### config.mk
export PLATFORM = sky130hd
export DESIGN_NAME = intel_hex_record_loader_flat
export DESIGN_NICKNAME = d
export VERILOG_FILES = /design/src/ihex_pkg.sv /design/src/ihex_if.sv /design/src/intel_hex_record_loader.sv /design/src/ihex_decode.sv /design/src/ihex_parser.sv /design/src/flat_wrapper.sv
export SDC_FILE = /design/constraint.sdc
export NUM_CORES = 1
export LEC_CHECK = 0
export ABC_CLOCK_PERIOD_IN_PS = 2600
export CAP_MARGIN = 20
export CORE_MARGIN = 5
export CORE_UTILIZATION = 49
export CTS_CLUSTER_SIZE = 12
export DETAILED_ROUTE_END_ITERATION = 8
export DONT_BUFFER_PORTS = 1
export GPL_ROUTABILITY_DRIVEN = 0
export PLACE_DENSITY = 0.66
export SKIP_CTS_REPAIR_TIMING = 1
export SLEW_MARGIN = 25
export SYNTH_ARGS = -nofsm -noshare
export SYNTH_HDL_FRONTEND = slang
export SYNTH_SLANG_ARGS = --single-unit
### constraint.sdc
create_clock -name clock -period 2.6 [get_ports clock]
set_clock_uncertainty 0.2 [all_clocks]
set_input_delay 0.13 -clock clock [delete_from_list [all_inputs] [get_ports clock]]
set_output_delay 0.13 -clock clock [all_outputs]
set_load 0.03 [all_outputs]
### src/ihex_pkg.sv
`timescale 1ns / 1ps
// shared types and constants of the intel hex record loader
package ihex_pkg;

   // parser phase within a record
   typedef enum logic [2:0] {
      PH_COLON,
      PH_COUNT,
      PH_ADDR,
      PH_KIND,
      PH_DATA,
      PH_CHECK,
      PH_HALT
   } phase_type;

   // record types
   localparam logic [7:0] KIND_DATA = 8'h00;
   localparam logic [7:0] KIND_END  = 8'h01;

   // load status codes
   localparam logic [1:0] STATUS_RUNNING   = 2'd0;
   localparam logic [1:0] STATUS_END       = 2'd1;
   localparam logic [1:0] STATUS_BAD_KIND  = 2'd2;
   localparam logic [1:0] STATUS_NO_COLON  = 2'd3;

   // characters
   localparam logic [7:0] CHAR_COLON = 8'h3A;
   localparam logic [7:0] CHAR_SPACE = 8'h20;
   localparam logic [7:0] CHAR_TAB   = 8'h09;
   localparam logic [7:0] CHAR_CR    = 8'h0D;

   // digit counts that close a field
   localparam logic [1:0] BYTE_DIGITS = 2'd2;
   localparam logic [1:0] WORD_DIGITS = 2'd0;  // four digits wrap the 2-bit count

   // classification of one character
   typedef struct packed {
      logic       is_space;
      logic       is_colon;
      logic       bad;
      logic [3:0] value;
   } char_class_type;

endpackage

### src/ihex_if.sv
`timescale 1ns / 1ps
// channel interfaces of the intel hex record loader

interface ihex_req_if;
   logic       valid;
   logic       ready;
   logic [7:0] ch;

   modport source (output valid, output ch, input ready);
   modport sink   (input valid, input ch, output ready);
endinterface

interface ihex_rsp_if;
   logic        valid;
   logic        ready;
   logic        write_valid;
   logic [16:0] write_address;
   logic [7:0]  write_data;
   logic        bad_digit;
   logic [1:0]  load_status;

   modport source (output valid, output write_valid, output write_address,
                   output write_data, output bad_digit, output load_status,
                   input ready);
   modport sink   (input valid, input write_valid, input write_address,
                   input write_data, input bad_digit, input load_status,
                   output ready);
endinterface

### src/intel_hex_record_loader.sv
`timescale 1ns / 1ps
// top level of the intel hex record loader
//
// Takes one ASCII character per req transaction and returns exactly one rsp
// transaction per character, in order. A character is held in the input register
// and is then parsed in a single pass into the result register, and one character
// can be accepted every cycle; the rate is set only by the rsp side taking results.
// Whitespace is skipped, data bytes appear as write_valid with write_address =
// record address + byte index, the checksum is consumed unchecked, non-hex digits
// count as zero and raise bad_digit, and load_status becomes nonzero (end record,
// unknown type, missing colon); once the parser halts, after that record's checksum
// or at once for a missing colon, every further character yields only the status.
module intel_hex_record_loader (
   input  logic       clock,
   input  logic       reset,
   ihex_req_if.sink   req_if,
   ihex_rsp_if.source rsp_if
);

   logic                     in_valid_ff;
   logic [7:0]               in_ch_ff;
   logic                     can_step;
   logic                     step;
   ihex_pkg::char_class_type cls;

   // input register moves on when the result register can take it
   assign step         = in_valid_ff && can_step;
   assign req_if.ready = !in_valid_ff || can_step;

   // input register valid
   always_ff @(posedge clock) begin
      if (reset) begin
         in_valid_ff <= 1'b0;
      end else if (req_if.ready) begin
         in_valid_ff <= req_if.valid;
      end
   end

   // input register payload
   always_ff @(posedge clock) begin
      if (req_if.ready && req_if.valid) begin
         in_ch_ff <= req_if.ch;
      end
   end

   ihex_decode u_decode (
      .ch  (in_ch_ff),
      .cls (cls)
   );

   ihex_parser u_parser (
      .clock    (clock),
      .reset    (reset),
      .step     (step),
      .cls      (cls),
      .can_step (can_step),
      .rsp      (rsp_if)
   );

endmodule

### src/ihex_decode.sv
`timescale 1ns / 1ps
// character classifier: whitespace, colon and hex digit value
module ihex_decode (
   input  logic [7:0]              ch,
   output ihex_pkg::char_class_type cls
);

   logic is_dec;
   logic is_upper;
   logic is_lower;
   logic [7:0] diff;

   // digit ranges
   assign is_dec   = (ch >= 8'h30) && (ch <= 8'h39);
   assign is_upper = (ch >= 8'h41) && (ch <= 8'h46);
   assign is_lower = (ch >= 8'h61) && (ch <= 8'h66);

   // value of a letter digit is its offset from 'a' or 'A' plus ten
   always_comb begin
      diff = 8'd0;
      if (is_dec) begin
         diff = ch - 8'h30;
      end else if (is_upper) begin
         diff = ch - 8'h37;
      end else if (is_lower) begin
         diff = ch - 8'h57;
      end
   end

   // pack the classification
   always_comb begin
      cls.is_space = ((ch >= ihex_pkg::CHAR_TAB) && (ch <= ihex_pkg::CHAR_CR))
                     || (ch == ihex_pkg::CHAR_SPACE);
      cls.is_colon = (ch == ihex_pkg::CHAR_COLON);
      cls.bad      = !(is_dec || is_upper || is_lower);
      cls.value    = diff[3:0];
   end

endmodule

### src/ihex_parser.sv
`timescale 1ns / 1ps
// record parser state and registered result transaction
module ihex_parser (
   input  logic                     clock,
   input  logic                     reset,
   input  logic                     step,
   input  ihex_pkg::char_class_type cls,
   output logic                     can_step,
   ihex_rsp_if.source               rsp
);

   ihex_pkg::phase_type phase_ff, phase_in;
   logic [1:0]  digit_count_ff, digit_count_in;
   logic [15:0] acc_ff, acc_in;
   logic [7:0]  length_ff, length_in;
   logic [15:0] address_ff, address_in;
   logic [7:0]  index_ff, index_in;
   logic [1:0]  status_ff, status_in;

   logic        out_valid_ff;
   logic        wv_ff, wv_in;
   logic [16:0] wa_ff, wa_in;
   logic [7:0]  wd_ff, wd_in;
   logic        bd_ff, bd_in;

   logic        active;
   logic        is_digit_pos;
   logic [15:0] acc_shift;
   logic [1:0]  count_inc;
   logic        byte_done;
   logic        word_done;
   logic [7:0]  index_inc;
   logic [7:0]  kind;

   // result register frees when empty or taken
   assign can_step = !out_valid_ff || rsp.ready;

   // shared digit shifter
   assign active       = (phase_ff != ihex_pkg::PH_HALT) && !cls.is_space;
   assign is_digit_pos = active && (phase_ff != ihex_pkg::PH_COLON);
   assign acc_shift    = {acc_ff[11:0], cls.value};
   assign count_inc    = digit_count_ff + 2'd1;
   assign byte_done    = (count_inc == ihex_pkg::BYTE_DIGITS);
   assign word_done    = (count_inc == ihex_pkg::WORD_DIGITS);
   assign index_inc    = index_ff + 8'd1;
   assign kind         = acc_shift[7:0];

   // next phase
   always_comb begin
      phase_in = phase_ff;
      if (active) begin
         unique case (phase_ff)
            ihex_pkg::PH_COLON:
               phase_in = cls.is_colon ? ihex_pkg::PH_COUNT : ihex_pkg::PH_HALT;
            ihex_pkg::PH_COUNT:
               if (byte_done) phase_in = ihex_pkg::PH_ADDR;
            ihex_pkg::PH_ADDR:
               if (word_done) phase_in = ihex_pkg::PH_KIND;
            ihex_pkg::PH_KIND:
               if (byte_done) begin
                  if ((kind == ihex_pkg::KIND_DATA) && (length_ff != 8'd0)) begin
                     phase_in = ihex_pkg::PH_DATA;
                  end else begin
                     phase_in = ihex_pkg::PH_CHECK;
                  end
               end
            ihex_pkg::PH_DATA:
               if (byte_done && (index_inc >= length_ff)) phase_in = ihex_pkg::PH_CHECK;
            ihex_pkg::PH_CHECK:
               if (byte_done) begin
                  phase_in = (status_ff != ihex_pkg::STATUS_RUNNING)
                             ? ihex_pkg::PH_HALT : ihex_pkg::PH_COLON;
               end
            default: phase_in = phase_ff;
         endcase
      end
   end

   // datapath and result fields
   always_comb begin
      digit_count_in = digit_count_ff;
      acc_in         = acc_ff;
      length_in      = length_ff;
      address_in     = address_ff;
      index_in       = index_ff;
      status_in      = status_ff;
      wv_in          = 1'b0;
      wa_in          = 17'd0;
      wd_in          = 8'd0;
      bd_in          = is_digit_pos && cls.bad;
      if (is_digit_pos) begin
         acc_in         = acc_shift;
         digit_count_in = count_inc;
      end
      if (active) begin
         unique case (phase_ff)
            ihex_pkg::PH_COLON:
               if (cls.is_colon) begin
                  digit_count_in = 2'd0;
                  acc_in         = 16'd0;
               end else begin
                  status_in = ihex_pkg::STATUS_NO_COLON;
               end
            ihex_pkg::PH_COUNT:
               if (byte_done) begin
                  digit_count_in = 2'd0;
                  length_in      = acc_shift[7:0];
               end
            ihex_pkg::PH_ADDR:
               if (word_done) begin
                  digit_count_in = 2'd0;
                  address_in     = acc_shift;
               end
            ihex_pkg::PH_KIND:
               if (byte_done) begin
                  digit_count_in = 2'd0;
                  index_in       = 8'd0;
                  if (kind == ihex_pkg::KIND_END) begin
                     status_in = ihex_pkg::STATUS_END;
                  end else if (kind != ihex_pkg::KIND_DATA) begin
                     status_in = ihex_pkg::STATUS_BAD_KIND;
                  end
               end
            ihex_pkg::PH_DATA:
               if (byte_done) begin
                  digit_count_in = 2'd0;
                  wv_in          = 1'b1;
                  wa_in          = {1'b0, address_ff} + {9'd0, index_ff};
                  wd_in          = acc_shift[7:0];
                  index_in       = index_inc;
               end
            ihex_pkg::PH_CHECK:
               if (byte_done) digit_count_in = 2'd0;
            default: digit_count_in = digit_count_ff;
         endcase
      end
   end

   // parser state
   always_ff @(posedge clock) begin
      if (reset) begin
         phase_ff       <= ihex_pkg::PH_COLON;
         digit_count_ff <= 2'd0;
         acc_ff         <= 16'd0;
         length_ff      <= 8'd0;
         address_ff     <= 16'd0;
         index_ff       <= 8'd0;
         status_ff      <= ihex_pkg::STATUS_RUNNING;
      end else if (step) begin
         phase_ff       <= phase_in;
         digit_count_ff <= digit_count_in;
         acc_ff         <= acc_in;
         length_ff      <= length_in;
         address_ff     <= address_in;
         index_ff       <= index_in;
         status_ff      <= status_in;
      end
   end

   // result valid
   always_ff @(posedge clock) begin
      if (reset) begin
         out_valid_ff <= 1'b0;
      end else if (step) begin
         out_valid_ff <= 1'b1;
      end else if (rsp.ready) begin
         out_valid_ff <= 1'b0;
      end
   end

   // result payload
   always_ff @(posedge clock) begin
      if (step) begin
         wv_ff <= wv_in;
         wa_ff <= wa_in;
         wd_ff <= wd_in;
         bd_ff <= bd_in;
      end
   end

   assign rsp.valid         = out_valid_ff;
   assign rsp.write_valid   = wv_ff;
   assign rsp.write_address = wa_ff;
   assign rsp.write_data    = wd_ff;
   assign rsp.bad_digit     = bd_ff;
   assign rsp.load_status   = status_ff;

endmodule

### src/flat_wrapper.sv
// flat-port wrapper written by rule: the top's interface ports become plain ports
module intel_hex_record_loader_flat 
  (clock, reset, req_if_valid, req_if_ch, req_if_ready, rsp_if_valid, rsp_if_write_valid, rsp_if_write_address, rsp_if_write_data, rsp_if_bad_digit, rsp_if_load_status, rsp_if_ready);
  ihex_req_if req_if_i ();
  ihex_rsp_if rsp_if_i ();
  input  logic clock;
  input  logic reset;
  input wire logic [$bits(req_if_i.valid)-1:0] req_if_valid;
  input wire logic [$bits(req_if_i.ch)-1:0] req_if_ch;
  output wire logic [$bits(req_if_i.ready)-1:0] req_if_ready;
  output wire logic [$bits(rsp_if_i.valid)-1:0] rsp_if_valid;
  output wire logic [$bits(rsp_if_i.write_valid)-1:0] rsp_if_write_valid;
  output wire logic [$bits(rsp_if_i.write_address)-1:0] rsp_if_write_address;
  output wire logic [$bits(rsp_if_i.write_data)-1:0] rsp_if_write_data;
  output wire logic [$bits(rsp_if_i.bad_digit)-1:0] rsp_if_bad_digit;
  output wire logic [$bits(rsp_if_i.load_status)-1:0] rsp_if_load_status;
  input wire logic [$bits(rsp_if_i.ready)-1:0] rsp_if_ready;
  assign req_if_i.valid = req_if_valid;
  assign req_if_i.ch = req_if_ch;
  assign req_if_ready = req_if_i.ready;
  assign rsp_if_valid = rsp_if_i.valid;
  assign rsp_if_write_valid = rsp_if_i.write_valid;
  assign rsp_if_write_address = rsp_if_i.write_address;
  assign rsp_if_write_data = rsp_if_i.write_data;
  assign rsp_if_bad_digit = rsp_if_i.bad_digit;
  assign rsp_if_load_status = rsp_if_i.load_status;
  assign rsp_if_i.ready = rsp_if_ready;
  intel_hex_record_loader u_core (.clock(clock), .reset(reset), .req_if(req_if_i), .rsp_if(rsp_if_i));
endmodule
==> results.sh, run 1 <==
export IMPL_setup_violations=1
export IMPL_yosysWarnings=0
export IMPL_cts_path_max_buffers=2
export IMPL_slew_headroom=0.5648
export IMPL_period_share=1.000
export IMPL_hold_slack_ps=-360.8
export IMPL_dieArea_um2=11720
export IMPL_cts_sinks=88
export IMPL_antenna_found_initial=0
export IMPL_antenna_left=0
export IMPL_grt_pass1_wl_um=18810
export IMPL_synth_area_leader_cell="dfxtp_1"
export IMPL_synth_edf_count=35
export IMPL_io_buffers=0
export IMPL_critPathMaxFanout=5
export IMPL_via_count=3967
export IMPL_worst_slew_pin_slew_ps=649.3
export IMPL_endpoint_kind="flip-flop"
export IMPL_drt_total_wl_um=11670
export IMPL_synthTopCellsByArea="dfxtp_1 22%, edfxtp_1 22%, ha_1 6.3%, a21oi_1 4.1%, nand3_1 3.6%"
export IMPL_powerDensity_nw_per_um2=506.1
export IMPL_root_buffer="clkbuf_8"
export IMPL_cts_buffers=9
export IMPL_fillers=776
export IMPL_leakage_nw=1.880
export IMPL_fmax_mhz=384.5
export IMPL_vdd_ir_drop_worst_uv=314.4
export IMPL_finalPower_mw=2.750
export IMPL_grt_pass1_vias=3577
export IMPL_avgSynthCellArea_um2=9.555
export IMPL_status="complete, but fails checks"
export IMPL_areaGrowthSynthToFinish_pct=14.89
export IMPL_synthArstFlopShare=0
export IMPL_synth_top_flop_cell="dfxtp_1"
export IMPL_slowest_delay_ps=480
export IMPL_path_cells="inv_1 -> ha_1 -> o21bai_1 -> a2111o_1 -> o21ai_0 -> nor2_1 -> a2111oi_2"
export IMPL_holdCritPathClass="in2reg"
export IMPL_syn_num_nets=532
export IMPL_dpl_cell_count=635
export IMPL_crit_buf_inv=1
export IMPL_first_pass_iters=5
export IMPL_core_area_um2=9328
export IMPL_cpLargestDelayFamily="compound AO/OA/AOI/OAI gates"
export IMPL_crit_path_top_delay_cell="a2111o_1"
export IMPL_wl_per_cell_um=17.63
export IMPL_min_period_ps=2600
export IMPL_syn_inst=495
export IMPL_grt_ovfl_total=0
export IMPL_path_clk_slew_ps=90
export IMPL_cp_arrival_ps=2650
export IMPL_cts_tree="built"
export IMPL_initial_utilization=0.5070
export IMPL_viasPerCell=5.992
export IMPL_synth_seq_cells=88
export IMPL_track_usage=0.2049
export IMPL_die_h_um=108.2
export IMPL_ys_seq_area_frac=0.4466
export IMPL_fp_row_count=35
export IMPL_rsz0062_at_grt="true"
export IMPL_synth_top_area_share=0.2243
export IMPL_grt_max_degree=50
export IMPL_fin_nets=565
export IMPL_violations="hold timing, setup timing"
export IMPL_die_x_um=108.2
export IMPL_layout_setup_ws_ps=-0.4983
export IMPL_finalMaxSlewViolations=0
export IMPL_worst_skew_pair_late_latency_ps=350
export IMPL_dr_first_iter_drc_count=451
export IMPL_n_antenna_cell=0
export IMPL_final_cells=662
export IMPL_drive_gt1_frac=0.1313
export IMPL_worst_setup_path_start_kind="flip-flop"
export IMPL_max_cap_viol_count=0
export IMPL_hpwlAfterDp_um=8310
export IMPL_yosysMostFrequentCell="dfxtp_1"
export IMPL_fin_area_um2=5434
export IMPL_hold_viol_final=51
export IMPL_route_detailed_drc=0
export IMPL_synth_common_cells="53 x dfxtp_1, 40 x nor2_1, 39 x a21oi_1"
export IMPL_h_tree_depth=3
export IMPL_crit_required_ps=2650
export IMPL_synth_cell_types=67
export IMPL_netlist_area_um2=4730
export IMPL_num_io_pins=43
export IMPL_placed_cell_area_um2=5065
export IMPL_critPathKind="reg2reg"
## layout by cell type, fill, tap and decap left out, types with 17 or more instances in the layout
master,count
a21oi_1,38
ha_1,23
nor2_1,40
nand2_1,17
nand3_1,32
o21ai_0,19
inv_1,25
buf_4,28
dfxtp_1,51
edfxtp_1,35
## sequential cells by signal, summed over array words and instances (netlist names)
name	count
u_core.u_parser.rsp.write_address	17
u_core.in_valid_ff	1
u_core.u_parser.digit_count_ff	2
u_core.in_ch_ff	8
u_core.u_parser.rsp.load_status	2
u_core.u_parser.rsp.write_data	8
u_core.u_parser.rsp.valid	1
u_core.u_parser.rsp.write_valid	1
u_core.u_parser.rsp.bad_digit	1
u_core.u_parser.address_ff	16
u_core.u_parser.index_ff	8
u_core.u_parser.length_ff	8
u_core.u_parser.phase_ff	3
u_core.u_parser.acc_ff	12
## final timing paths
path | startpoint | to | slack, ps | depth (start not counted)
max reg2reg | u_core.in_ch_ff[0]$_DFFE_PP_ | u_core.u_parser.rsp.load_status[0]$_SDFFE_PP0P_ | -0.5 | 7
max | u_core.in_ch_ff[0]$_DFFE_PP_ | u_core.u_parser.rsp.load_status[0]$_SDFFE_PP0P_ | -0.5 | 7
min | reset | u_core.u_parser.length_ff[5]$_SDFFE_PP0P_ | -360 | 1
min reg2reg | u_core.u_parser.acc_ff[11]$_SDFFE_PP0P_ | u_core.u_parser.address_ff[15]$_SDFFE_PP0P_ | 270 | 2
## stage by stage
stage | setup TNS, ps | setup WS (ps) | util
floorplan | 0 | 72.95 | -
global placement | 0 | 95.11 | 0.5430
detailed placement | 0 | 36.24 | 0.5430
CTS | 0 | 4.851 | 0.5639
global route | -406.9 | -141.8 | 0.5826
finish | -0.4983 | -0.4983 | 0.5826
## layout make-up
type,count,area (um2),share of cell area
inverters,26,97.59,0.01796
clock inverters,7,71.32,0.01312
flip-flops and latches,88,2115,0.3891
repair buffers,41,361.6,0.06654
clock buffers,9,123.9,0.02280
well taps,129,161.4,0.02970
multi-input cells,362,2504,0.4607
## metal layers
layer,routed length (um),global-route usage,share of wire,vias up
li1,-,-,-,1939
met1,5883,0.3111,0.50,1886
met2,4954,0.3028,0.42,130
met3,710,0.03761,0.061,12
met4,123,0.04418,0.011,0
met5,0,0,0,-
## logic make-up (layout without fill, tap and decap cells)
family	Yosys count	in the layout	share of synthesized area
compound gates	154	154	0.2310
fa+ha+maj	25	25	0.06773
buf+inv	45	83	0.03677
flops	88	88	0.4466
xor+xnor	10	10	0.01852
simple gates	165	165	0.1825
mux	8	8	0.01693
## where the power goes
part	total, mW	internal (mW)	leakage [nW]	switching [mW]
combinational	0.251	0.101	1.00	0.151
sequential	1.54	1.47	0.770	0.0741
clock	0.956	0.447	0.105	0.509
Note: power is estimated with default switching activity, not from simulation.
==> run 2: changes to the inputs <==
--- a/config.mk
+++ b/config.mk
@@ -14,6 +14,7 @@
 export DONT_BUFFER_PORTS = 1
 export GPL_ROUTABILITY_DRIVEN = 0
 export PLACE_DENSITY = 0.66
+export SETUP_SLACK_MARGIN = 0.5
 export SKIP_CTS_REPAIR_TIMING = 1
 export SLEW_MARGIN = 25
 export SYNTH_ARGS = -nofsm -noshare
==> constraint.sdc (replaced) <==
create_clock -name clock -period 2.6 [get_ports clock]
set_clock_uncertainty 0.2 [all_clocks]
set_input_delay 0.52 -clock clock [delete_from_list [all_inputs] [get_ports clock]]
set_output_delay 0.52 -clock clock [all_outputs]
set_load 0.03 [all_outputs]
==> run 2 against run 1 <==
  * The run now ends clean
  * Flip-flop and latch count is the same
  * Utilization grew 4.1 points
  * Wire length is 0.99% higher
  * Clock power decreased by 2.3%
  * Critical path depth up 1
  * Critical endpoint unchanged
  * Largest cell class unchanged
  * Largest power group unchanged
==> results.sh, run 2 (synthesis results as in run 1) <==
export IMPL_crit_path_top_delay_cell="edfxtp_1"
export IMPL_fp_row_count=35
export IMPL_grt_pass1_vias=3731
export IMPL_met3_usage=0.04776
export IMPL_setup_violations=0
export IMPL_antenna_found_initial=0
export IMPL_cp_arrival_ps=2490
export IMPL_endpoint_kind="flip-flop"
export IMPL_period_share=0.9331
export IMPL_areaGrowthSynthToFinish_pct=22.99
export IMPL_first_pass_iters=6
export IMPL_cpLargestDelayFamily="compound AO/OA/AOI/OAI gates"
export IMPL_core_area_um2=9328
export IMPL_slowest_delay_ps=420
export IMPL_final_cell_mix="45 x dfxtp_1, 36 x nor2_1, 35 x edfxtp_1"
export IMPL_max_cap_viol_count=0
export IMPL_worst_slew_pin_slew_ps=637.8
export IMPL_hold_slack_ps=51.69
export IMPL_track_usage=0.1951
export IMPL_dr_first_iter_drc_count=234
export IMPL_worst_setup_path_start_kind="flip-flop"
export IMPL_grt_pass1_wl_um=18040
export IMPL_dpl_cell_count=626
export IMPL_hpwlAfterDp_um=8135
export IMPL_root_buffer="clkbuf_8"
export IMPL_status="complete, no violations"
export IMPL_n_antenna_cell=0
export IMPL_holdCritPathClass="in2reg"
export IMPL_cts_buffers=9
export IMPL_slew_headroom=0.5715
export IMPL_rsz0062_at_grt="true"
export IMPL_initial_utilization=0.5070
export IMPL_io_buffers=0
export IMPL_drive_gt1_frac=0.2650
export IMPL_hold_viol_final=0
export IMPL_cts_tree="built"
export IMPL_die_x_um=108.2
export IMPL_final_setup_tns_ps=0
export IMPL_layout_setup_ws_ps=173.8
export IMPL_fin_util=0.6236
export IMPL_finalPower_mw=2.769
export IMPL_largest_reg_flops=17
export IMPL_critPathMaxFanout=6
export IMPL_fmax_mhz=412.2
export IMPL_path_cells="buf_6 -> ha_4 -> nor2b_4 -> o41ai_4 -> buf_6 -> nor3_4 -> or3_1 -> a2111oi_2"
export IMPL_powerDensity_nw_per_um2=476.0
export IMPL_die_h_um=108.2
export IMPL_via_count=4077
export IMPL_placed_cell_area_um2=5202
export IMPL_dp_slack_ps=100.0
export IMPL_path_common_cell="buf_6"
export IMPL_final_common_cell="dfxtp_1"
export IMPL_vdd_ir_drop_worst_uv=310.5
export IMPL_leakage_nw=1.912
export IMPL_crit_required_ps=2660
export IMPL_path_clk_slew_ps=100
export IMPL_cts_sinks=88
export IMPL_grt_max_degree=50
export IMPL_wl_per_cell_um=17.83
export IMPL_h_tree_depth=3
export IMPL_critPathKind="reg2reg"
export IMPL_crit_buf_inv=2
export IMPL_fin_nets=564
export IMPL_viasPerCell=6.168
export IMPL_drt_total_wl_um=11790
export IMPL_use_met1=0.2459
export IMPL_fin_area_um2=5817
export IMPL_grt_ovfl_total=0
export IMPL_route_detailed_drc=0
export IMPL_num_io_pins=43
export IMPL_worst_skew_pair_late_latency_ps=360
export IMPL_antenna_left=0
export IMPL_finalMaxSlewViolations=0
export IMPL_final_cells=661
export IMPL_grt_busiest_layer="met2"
export IMPL_cts_path_max_buffers=2
export IMPL_min_period_ps=2426
export IMPL_use_met2=0.3246
export IMPL_dieArea_um2=11720
run 2: cell count changes in the layout (fill, tap and decap cells not counted), sizes merged:
cell,delta
buf,+7
bufinv,-1
clkinv,-1
clkinvlp,+2
dlygate4sd3,-8
run 2: path summary, 6_finish.rpt:
check        slack, ps                                         endpoint                                   start  depth (start not counted)
min reg2reg        270      u_core.u_parser.address_ff[12]$_SDFFE_PP0P_  u_core.u_parser.acc_ff[8]$_SDFFE_PP0P_                          2
min                 50                     u_core.in_ch_ff[3]$_DFFE_PP_                            req_if_ch[3]                          0
max reg2reg        170  u_core.u_parser.rsp.load_status[0]$_SDFFE_PP0P_            u_core.in_ch_ff[1]$_DFFE_PP_                          8
max                170  u_core.u_parser.rsp.load_status[0]$_SDFFE_PP0P_            u_core.in_ch_ff[1]$_DFFE_PP_                          8
run 2: layout make-up:
| cell class | count | area (um2) |
|---|---|---|
| Sequential cell | 88 | 2130 |
| Inverter | 26 | 101.3 |
| Multi-Input combinational cell | 362 | 2875 |
| Fill cell | 752 | 3511 |
| Tap cell | 129 | 161.4 |
| Clock buffer | 9 | 123.9 |
| Clock inverter | 7 | 72.57 |
| Timing Repair Buffer | 40 | 352.8 |
run 2: routing by layer:
metal  wire length [um]  part of all wire  vias up
met5                  0                 0        -
li1                   -                 -     1939
met3                647             0.055       22
met2               5769              0.49      137
met4                249             0.021        0
met1               5120              0.43     1979
run 2: where the power goes:
group	internal (mW)	leakage, nW	switching [mW]
logic	0.118	1.04	0.174
registers	1.47	0.774	0.0774
clock network	0.377	0.0970	0.556
